--- src/hdl/assert_macros.svh ---
// Assertion macros used by the RTL of the diagonal window match counter
`ifndef ASSERT_MACROS_SVH
`define ASSERT_MACROS_SVH

`ifndef SYNTHESIS

`define DWMC_ASSERT(name, clk, rstn, prop) \
    name: assert property (@(posedge clk) disable iff (!(rstn)) (prop)) \
        else $error("assertion failed");

`define DWMC_NEVER(name, clk, rstn, expr) \
    name: assert property (@(posedge clk) disable iff (!(rstn)) !(expr)) \
        else $error("forbidden condition seen");

`else

`define DWMC_ASSERT(name, clk, rstn, prop)

`define DWMC_NEVER(name, clk, rstn, expr)

`endif

`endif

--- src/hdl/dwmc_pkg.sv ---
// Types, constants and helper functions of the diagonal window match counter
`default_nettype none

package dwmc_pkg;

    localparam int BASE_BITS = 3;
    localparam int WIN_BITS  = 8;

    typedef logic [BASE_BITS-1:0] base_t;
    typedef logic [WIN_BITS-1:0]  win_t;

    // base codes: A C G T, then N and X (and unused codes) never match
    localparam base_t BASE_T = 3'd3;
    localparam base_t BASE_N = 3'd4;

    // configuration register indexes
    localparam logic CFG_WINDOW_SIZE = 1'b0;
    localparam logic CFG_REPORT_MIN  = 1'b1;

    localparam win_t WIN_SIZE_RESET   = 8'd20;
    localparam win_t MIN_MATCH_RESET  = 8'd14;

    typedef struct packed {
        logic reverse_mode;
        logic diag_start;
    } ctrl_t;

    typedef struct packed {
        win_t fill_level;
        win_t running_count;
        win_t win_eff;
    } status_t;

    function automatic base_t complement_base(input base_t b);
        base_t r;
        if (b < BASE_N)
            r = BASE_T - b;
        else
            r = b;
        return r;
    endfunction

endpackage

`default_nettype wire

--- src/hdl/diagonal_window_match_counter_core.sv ---
// An accepted pair waits in the input register; the single-pass window
// update then registers its result in the output register.
// Throughput: one base pair per cycle unless the output is stalled.
// Output stall backs up into the input register, then into in_stall.
// Reset: valid flags, window count, fill level and cursors clear;
// window_size returns to 20 and the report minimum to 14.
`default_nettype none

`include "assert_macros.svh"

module diagonal_window_match_counter_core #(
    parameter int WINDOW_MAX = 255,
    parameter int POS_BITS   = 20
) (
    input  wire                    clk,
    input  wire                    rst_n,
    input  wire                    cfg_we,
    input  wire                    cfg_index,
    input  wire  [7:0]             cfg_wdata,
    input  wire                    in_valid,
    output logic                   in_stall,
    input  wire  [2:0]             top_base,
    input  wire  [2:0]             bot_base,
    input  wire                    reverse_mode,
    input  wire                    diag_start,
    input  wire  [POS_BITS-1:0]    top_start,
    input  wire  [POS_BITS-1:0]    bot_start,
    output logic                   out_valid,
    input  wire                    out_stall,
    output logic [POS_BITS-1:0]    top_pos,
    output logic [POS_BITS-1:0]    bot_pos,
    output logic [7:0]             match_count,
    output logic                   is_reverse
);
    import dwmc_pkg::*;

    ctrl_t   in_ctrl;
    ctrl_t   item_ctrl;
    base_t   item_top_base;
    base_t   item_bot_base;
    logic [POS_BITS-1:0] item_top_start;
    logic [POS_BITS-1:0] item_bot_start;
    logic    item_valid;
    logic    item_fire;
    logic    out_free;
    logic    res_valid;
    logic [POS_BITS-1:0] res_top_pos;
    logic [POS_BITS-1:0] res_bot_pos;
    win_t    res_count;
    status_t status;

    assign in_ctrl.reverse_mode = reverse_mode;
    assign in_ctrl.diag_start   = diag_start;

    dwmc_in_reg #(
        .POS_BITS (POS_BITS)
    ) u_in_reg (
        .clk            (clk),
        .rst_n          (rst_n),
        .in_valid       (in_valid),
        .in_stall       (in_stall),
        .top_base       (top_base),
        .bot_base       (bot_base),
        .ctrl           (in_ctrl),
        .top_start      (top_start),
        .bot_start      (bot_start),
        .out_free       (out_free),
        .item_fire      (item_fire),
        .item_top_base  (item_top_base),
        .item_bot_base  (item_bot_base),
        .item_ctrl      (item_ctrl),
        .item_top_start (item_top_start),
        .item_bot_start (item_bot_start),
        .item_valid     (item_valid)
    );

    dwmc_window #(
        .WINDOW_MAX (WINDOW_MAX),
        .POS_BITS   (POS_BITS)
    ) u_window (
        .clk         (clk),
        .rst_n       (rst_n),
        .cfg_we      (cfg_we),
        .cfg_index   (cfg_index),
        .cfg_wdata   (cfg_wdata),
        .fire        (item_fire),
        .top_base    (item_top_base),
        .bot_base    (item_bot_base),
        .ctrl        (item_ctrl),
        .top_start   (item_top_start),
        .bot_start   (item_bot_start),
        .res_valid   (res_valid),
        .res_top_pos (res_top_pos),
        .res_bot_pos (res_bot_pos),
        .res_count   (res_count),
        .status      (status)
    );

    dwmc_out_reg #(
        .POS_BITS (POS_BITS)
    ) u_out_reg (
        .clk         (clk),
        .rst_n       (rst_n),
        .res_valid   (res_valid),
        .res_top_pos (res_top_pos),
        .res_bot_pos (res_bot_pos),
        .res_count   (res_count),
        .res_reverse (item_ctrl.reverse_mode),
        .out_free    (out_free),
        .out_valid   (out_valid),
        .out_stall   (out_stall),
        .top_pos     (top_pos),
        .bot_pos     (bot_pos),
        .match_count (match_count),
        .is_reverse  (is_reverse)
    );

    `DWMC_ASSERT(a_stall_only_when_full, clk, rst_n, in_stall |-> item_valid)
    `DWMC_NEVER(a_count_within_fill, clk, rst_n, status.running_count > status.fill_level)
    `DWMC_NEVER(a_fill_within_window, clk, rst_n, status.fill_level > status.win_eff)
    `DWMC_ASSERT(a_result_needs_item, clk, rst_n, res_valid |-> item_fire)

endmodule

`default_nettype wire

--- src/hdl/dwmc_in_reg.sv ---
// Input register stage holding one accepted base pair
`default_nettype none

module dwmc_in_reg #(
    parameter int POS_BITS = 20
) (
    input  wire                    clk,
    input  wire                    rst_n,
    input  wire                    in_valid,
    output logic                   in_stall,
    input  wire  dwmc_pkg::base_t  top_base,
    input  wire  dwmc_pkg::base_t  bot_base,
    input  wire  dwmc_pkg::ctrl_t  ctrl,
    input  wire  [POS_BITS-1:0]    top_start,
    input  wire  [POS_BITS-1:0]    bot_start,
    input  wire                    out_free,
    output logic                   item_fire,
    output dwmc_pkg::base_t        item_top_base,
    output dwmc_pkg::base_t        item_bot_base,
    output dwmc_pkg::ctrl_t        item_ctrl,
    output logic [POS_BITS-1:0]    item_top_start,
    output logic [POS_BITS-1:0]    item_bot_start,
    output logic                   item_valid
);
    import dwmc_pkg::*;

    logic  valid_reg;
    logic  valid_next;
    base_t top_base_reg;
    base_t bot_base_reg;
    ctrl_t ctrl_reg;
    logic [POS_BITS-1:0] top_start_reg;
    logic [POS_BITS-1:0] bot_start_reg;
    logic  take;

    assign in_stall  = valid_reg && !out_free;
    assign take      = in_valid && !in_stall;
    assign item_fire = valid_reg && out_free;

    always_comb
    begin
        valid_next = valid_reg;
        if (take)
            valid_next = 1'b1;
        else if (item_fire)
            valid_next = 1'b0;
    end

    always_ff @(posedge clk or negedge rst_n)
    begin
        if (!rst_n)
            valid_reg <= 1'b0;
        else
            valid_reg <= valid_next;
    end

    always_ff @(posedge clk)
    begin
        if (take)
        begin
            top_base_reg  <= top_base;
            bot_base_reg  <= bot_base;
            ctrl_reg      <= ctrl;
            top_start_reg <= top_start;
            bot_start_reg <= bot_start;
        end
    end

    assign item_top_base  = top_base_reg;
    assign item_bot_base  = bot_base_reg;
    assign item_ctrl      = ctrl_reg;
    assign item_top_start = top_start_reg;
    assign item_bot_start = bot_start_reg;
    assign item_valid     = valid_reg;

endmodule

`default_nettype wire

--- src/hdl/dwmc_window.sv ---
// Window state, configuration registers and match/count/report logic
`default_nettype none

module dwmc_window #(
    parameter int WINDOW_MAX = 255,
    parameter int POS_BITS   = 20
) (
    input  wire                    clk,
    input  wire                    rst_n,
    input  wire                    cfg_we,
    input  wire                    cfg_index,
    input  wire  dwmc_pkg::win_t   cfg_wdata,
    input  wire                    fire,
    input  wire  dwmc_pkg::base_t  top_base,
    input  wire  dwmc_pkg::base_t  bot_base,
    input  wire  dwmc_pkg::ctrl_t  ctrl,
    input  wire  [POS_BITS-1:0]    top_start,
    input  wire  [POS_BITS-1:0]    bot_start,
    output logic                   res_valid,
    output logic [POS_BITS-1:0]    res_top_pos,
    output logic [POS_BITS-1:0]    res_bot_pos,
    output dwmc_pkg::win_t         res_count,
    output dwmc_pkg::status_t      status
);
    import dwmc_pkg::*;

    localparam win_t WMAX = WIN_BITS'(WINDOW_MAX);

    win_t window_size_reg;
    win_t report_min_reg;
    win_t fill_reg;
    win_t fill_next;
    win_t count_reg;
    win_t count_next;
    logic [POS_BITS-1:0] top_cur_reg;
    logic [POS_BITS-1:0] top_cur_next;
    logic [POS_BITS-1:0] bot_cur_reg;
    logic [POS_BITS-1:0] bot_cur_next;
    logic [WINDOW_MAX-1:0] bits_reg;

    win_t  win_eff;
    win_t  win_last;
    win_t  fill_base;
    win_t  count_base;
    base_t bot_cmp;
    logic  match;
    logic  full;

    always_comb
    begin
        if (window_size_reg == '0)
            win_eff = 8'd1;
        else if (window_size_reg > WMAX)
            win_eff = WMAX;
        else
            win_eff = window_size_reg;
    end

    assign win_last   = win_eff - 8'd1;
    assign bot_cmp    = ctrl.reverse_mode ? complement_base(bot_base) : bot_base;
    assign match      = (top_base < BASE_N) && (top_base == bot_cmp);
    assign fill_base  = ctrl.diag_start ? '0 : fill_reg;
    assign count_base = ctrl.diag_start ? '0 : count_reg;
    assign full       = fill_base >= win_eff;

    always_comb
    begin
        top_cur_next = ctrl.diag_start ? top_start : top_cur_reg;
        bot_cur_next = ctrl.diag_start ? bot_start : bot_cur_reg;
        if (full)
        begin
            fill_next    = fill_base;
            count_next   = count_base - {7'd0, bits_reg[0]} + {7'd0, match};
            top_cur_next = top_cur_next + 1'b1;
            bot_cur_next = bot_cur_next + 1'b1;
        end
        else
        begin
            fill_next  = fill_base + 8'd1;
            count_next = count_base + {7'd0, match};
        end
    end

    // the pair that completes the window is reported as well
    assign res_valid   = fire && (fill_next >= win_eff) && (count_next >= report_min_reg);
    assign res_top_pos = top_cur_next;
    assign res_bot_pos = bot_cur_next;
    assign res_count   = count_next;

    always_ff @(posedge clk or negedge rst_n)
    begin
        if (!rst_n)
        begin
            window_size_reg <= WIN_SIZE_RESET;
            report_min_reg  <= MIN_MATCH_RESET;
            fill_reg        <= '0;
            count_reg       <= '0;
            top_cur_reg     <= '0;
            bot_cur_reg     <= '0;
        end
        else if (cfg_we)
        begin
            case (cfg_index)
                CFG_WINDOW_SIZE:
                begin
                    window_size_reg <= cfg_wdata;
                    fill_reg        <= '0;
                    count_reg       <= '0;
                end
                CFG_REPORT_MIN: report_min_reg <= cfg_wdata;
                default: ;
            endcase
        end
        else if (fire)
        begin
            fill_reg    <= fill_next;
            count_reg   <= count_next;
            top_cur_reg <= top_cur_next;
            bot_cur_reg <= bot_cur_next;
        end
    end

    // new bit enters at the window's far end and walks down to bit 0
    for (genvar i = 0; i < WINDOW_MAX; i++)
    begin : g_bits
        logic upper;
        if (i < WINDOW_MAX - 1)
        begin : g_mid
            assign upper = bits_reg[i+1];
        end
        else
        begin : g_top
            assign upper = 1'b0;
        end

        always_ff @(posedge clk)
        begin
            if (fire)
                bits_reg[i] <= (win_last == WIN_BITS'(i)) ? match : upper;
        end
    end

    assign status.fill_level    = fill_reg;
    assign status.running_count = count_reg;
    assign status.win_eff       = win_eff;

endmodule

`default_nettype wire

--- src/hdl/dwmc_out_reg.sv ---
// Result register holding one reported window until transferred
`default_nettype none

module dwmc_out_reg #(
    parameter int POS_BITS = 20
) (
    input  wire                   clk,
    input  wire                   rst_n,
    input  wire                   res_valid,
    input  wire  [POS_BITS-1:0]   res_top_pos,
    input  wire  [POS_BITS-1:0]   res_bot_pos,
    input  wire  dwmc_pkg::win_t  res_count,
    input  wire                   res_reverse,
    output logic                  out_free,
    output logic                  out_valid,
    input  wire                   out_stall,
    output logic [POS_BITS-1:0]   top_pos,
    output logic [POS_BITS-1:0]   bot_pos,
    output dwmc_pkg::win_t        match_count,
    output logic                  is_reverse
);
    import dwmc_pkg::*;

    logic valid_reg;
    logic valid_next;
    logic [POS_BITS-1:0] top_pos_reg;
    logic [POS_BITS-1:0] bot_pos_reg;
    win_t count_reg;
    logic reverse_reg;

    assign out_free   = !valid_reg || !out_stall;
    assign valid_next = out_free ? res_valid : valid_reg;

    always_ff @(posedge clk or negedge rst_n)
    begin
        if (!rst_n)
            valid_reg <= 1'b0;
        else
            valid_reg <= valid_next;
    end

    always_ff @(posedge clk)
    begin
        if (out_free && res_valid)
        begin
            top_pos_reg <= res_top_pos;
            bot_pos_reg <= res_bot_pos;
            count_reg   <= res_count;
            reverse_reg <= res_reverse;
        end
    end

    assign out_valid   = valid_reg;
    assign top_pos     = top_pos_reg;
    assign bot_pos     = bot_pos_reg;
    assign match_count = count_reg;
    assign is_reverse  = reverse_reg;

endmodule

`default_nettype wire

--- config.mk ---
export PLATFORM = sky130hd
export DESIGN_NAME = diagonal_window_match_counter_core
export DESIGN_NICKNAME = d
export VERILOG_FILES = /design/src/hdl/dwmc_pkg.sv /design/src/hdl/diagonal_window_match_counter_core.sv /design/src/hdl/dwmc_in_reg.sv /design/src/hdl/dwmc_window.sv /design/src/hdl/dwmc_out_reg.sv
export VERILOG_INCLUDE_DIRS = /design/src /design/src/hdl
export SDC_FILE = /design/constraint.sdc
export NUM_CORES = 1
export LEC_CHECK = 0
export BUFFER_PORTS_ARGS = -buffer_cell sky130_fd_sc_hd__buf_2
export CORE_ASPECT_RATIO = 1.2
export CORE_MARGIN = 5
export CORE_UTILIZATION = 49
export CTS_BUF_LIST = sky130_fd_sc_hd__clkbuf_4 sky130_fd_sc_hd__clkbuf_8
export DETAILED_ROUTE_END_ITERATION = 6
export PLACE_DENSITY = 0.77
export SYNTH_ARGS = -nofsm -noshare
export SYNTH_HDL_FRONTEND = slang
export SYNTH_SLANG_ARGS = --single-unit
--- constraint.sdc ---
create_clock -name clk -period 9.45 [get_ports clk]
set_input_delay 1.4175 -clock clk [delete_from_list [all_inputs] [get_ports clk]]
set_output_delay 1.4175 -clock clk [all_outputs]
set_load 0.005 [all_outputs]
==> results_dict.tcl <==
set metrics [dict create \
    critPathMaxFanout 64 \
    grt_pass1_vias 15100 \
    drc 0 \
    die_x_um 203 \
    ys_seq_area_frac 0.566 \
    fin_setup_tns_ps 0 \
    antenna_found_initial 1 \
    period_share 0.683 \
    nNetsFinal 2061 \
    slowest_stage "nor3_2" \
    crit_family "compound AO/OA/AOI/OAI gates" \
    io_pins 113 \
    post-place-ws_ps 3000 \
    drt_wl_total_um 50500 \
    cp-start-kind "flip-flop" \
    wl_per_cell_um 19.6 \
    multi_input_area_sq_um 8800 \
    setup.worst_path.class "reg2reg" \
    fin_ws_ps 3000 \
    rows 85 \
    overflow 0 \
    clockBufferDepth 3 \
    port-buffer-count 112 \
    cts_resized 0 \
    hold_violations 0 \
    min_path_type "reg2reg" \
    power.total_mw 4.53 \
    largest_reg_flops 254 \
    synth_cell_types 78 \
    worstPathRequired_ps 9700 \
    leakage_nw 9.02 \
    gp_congestion 0.864 \
    synthTopCellsByArea "edfxtp_1 (48%), mux2_2 (9.5%), dfrtp_1 (7.9%)" \
    synthCells 1869 \
    start_util 0.492 \
    dieArea_sq_um 49100 \
    powerDensity_nw_per_um2 186 \
    postCtsSetupRepairBufs 0 \
    fillers 3656 \
    dpl.cell_count 2447 \
    cts_buffers 72 \
    ant_nets 0 \
    cts_root_buffer "clkbuf_8" \
    final_cells 2577 \
    synth_enable_flop_cells 352 \
    tightest_slew_ps 1200 \
    htree_levels 3 \
    core-area_sq_um 44600 \
    synth_area_per_cell_sq_um 11.7 \
    syn-num-nets 1974 \
    cts_hold_buf 0 \
    drt_iter0_drc 1323 \
    crit_chain "xor2_1, and3_1, o21ai_4, buf_4, clkinv_2, ha_1, a21o_1, a221oi_1, o2bb2ai_1, nor2b_1, a211oi_1, a2bb2oi_1, ha_1, a21o_1, a31oi_1, nor3_2, buf_4" \
    rsz0062_at_grt "no" \
    cp.arrival_ps 6700 \
    syn_to_final_growth_pct 11.0 \
    maxCapViolations 0 \
    crit_path_end_kind "flip-flop" \
    yosysTopAreaCell "edfxtp_1" \
    grt_pass1_wl_um 80100 \
    clk_pin_slew_worst_paths_ps 60 \
    synth.top_cell.area_share 0.482 \
    vdd_drop_max_mv 0.141 \
    ys_warn_count 0 \
    register_area_sq_um 12400 \
    r2r_slack_ps 3000 \
    hpwl_um 31800 \
    ys.flop_type "edfxtp_1" \
    fin_crit_ps 6450 \
    slowest_delay_ps 900 \
    crit_buf_inv 3 \
    clk_latency_ps 640 \
    setup_viol 0 \
    synth-async-reset-ratio 0.174 \
    layout_commonest_cell "edfxtp_1" \
    drive_gt1_frac 0.240 \
    max_slew_margin 0.203 \
    ys_ff_latch 426 \
    vias 15100 \
    run_status "complete, no violations" \
    grt_max_degree 101 \
    viasPerCell 5.86 \
    maxSlewViolCount 0 \
    grt_use_total 0.200 \
    drtPass1Iterations 5 \
    netlist_area_sq_um 21900 \
    die_h_um 242 \
    max_freq_ghz 0.155 \
    cts_tree "done" \
    skew_ps 40.6 \
    clock-sinks 426 \
    mostFrequentLayoutCells "edfxtp_1 (352), nand2_1 (318), mux2_2 (185)" \
]
per-stage QoR:
step / utilization / instance area (sq um) / hold WS [ps]
floorplan: - / 21900 / 443
global placement: 0.513 / 22900 / 471
detailed placement: 0.513 / 22900 / 474
CTS: 0.547 / 24400 / 496
global route: 0.547 / 24400 / 520
finish: 0.547 / 24400 / 489
cell families after synthesis:
group,share of synthesized area
mux,0.115
compound gates,0.0984
xor+xnor,0.0331
flops,0.566
fa+ha+maj,0.0249
buf+inv,0.0338
simple gates,0.128
worst reg2reg max path, stage by stage (launching register included):
cell	delay [ps]
edfxtp_1	390
xor2_1	180
and3_1	200
o21ai_4	130
buf_4	420
clkinv_2	750
ha_1	510
a21o_1	210
a221oi_1	440
o2bb2ai_1	230
nor2b_1	90
a211oi_1	330
a2bb2oi_1	280
ha_1	200
a21o_1	120
a31oi_1	70
nor3_2	900
buf_4	600
path summary, 6_finish.rpt:
path,endpoint,cells past startpoint,startpoint
setup reg to reg,u_out_reg.top_pos[15],17,u_in_reg.item_bot_base[1]
hold / removal,u_out_reg.is_reverse,0,u_in_reg.item_ctrl[1]
min in group asynchronous,u_window.bot_cur_reg[9],1,rst_n
setup / recovery,u_out_reg.top_pos[15],17,u_in_reg.item_bot_base[1]
hold reg to reg,u_out_reg.is_reverse,0,u_in_reg.item_ctrl[1]
max in group asynchronous,u_window.top_cur_reg[15],1,rst_n
cell usage after synthesis (all sizes together) (30+ instances only):
master and number:
a21oi 38, buf 51, clkbuf 73, dfrtp 69, edfxtp 352, ha 42
inv 44, mux2 189, mux2i 40, nand2 320, nand3 53, nor2 57
nor3 39, o21ai 119, o31ai 64, xnor2 30, xor2 52
routing by layer:
layer,track usage,routed length [um],up-vias
met2,0.338,25000,541
met4,0.0736,1400,0
li1,-,-,7088
met3,0.0401,3410,109
met5,0,0,-
met1,0.257,20700,7364
where the power goes:
part / total, mW / switching (mW) / internal (mW)
clock network: 1.74 / 0.772 / 0.963
registers: 2.27 / 0.0878 / 2.19
logic: 0.523 / 0.335 / 0.188
total: 4.53 / 1.19 / 3.34
area by class of cell:
type / instances / area share
repair buffers: 137 / 0.0308
well taps: 565 / 0.0290
clock buffers: 102 / 0.0510
inverters: 45 / 0.00729
multi-input cells: 1274 / 0.361
diodes: 1 / 0.000103
flip-flops and latches: 426 / 0.510
clock inverters: 27 / 0.0101
(Power assumes the default switching activity.)
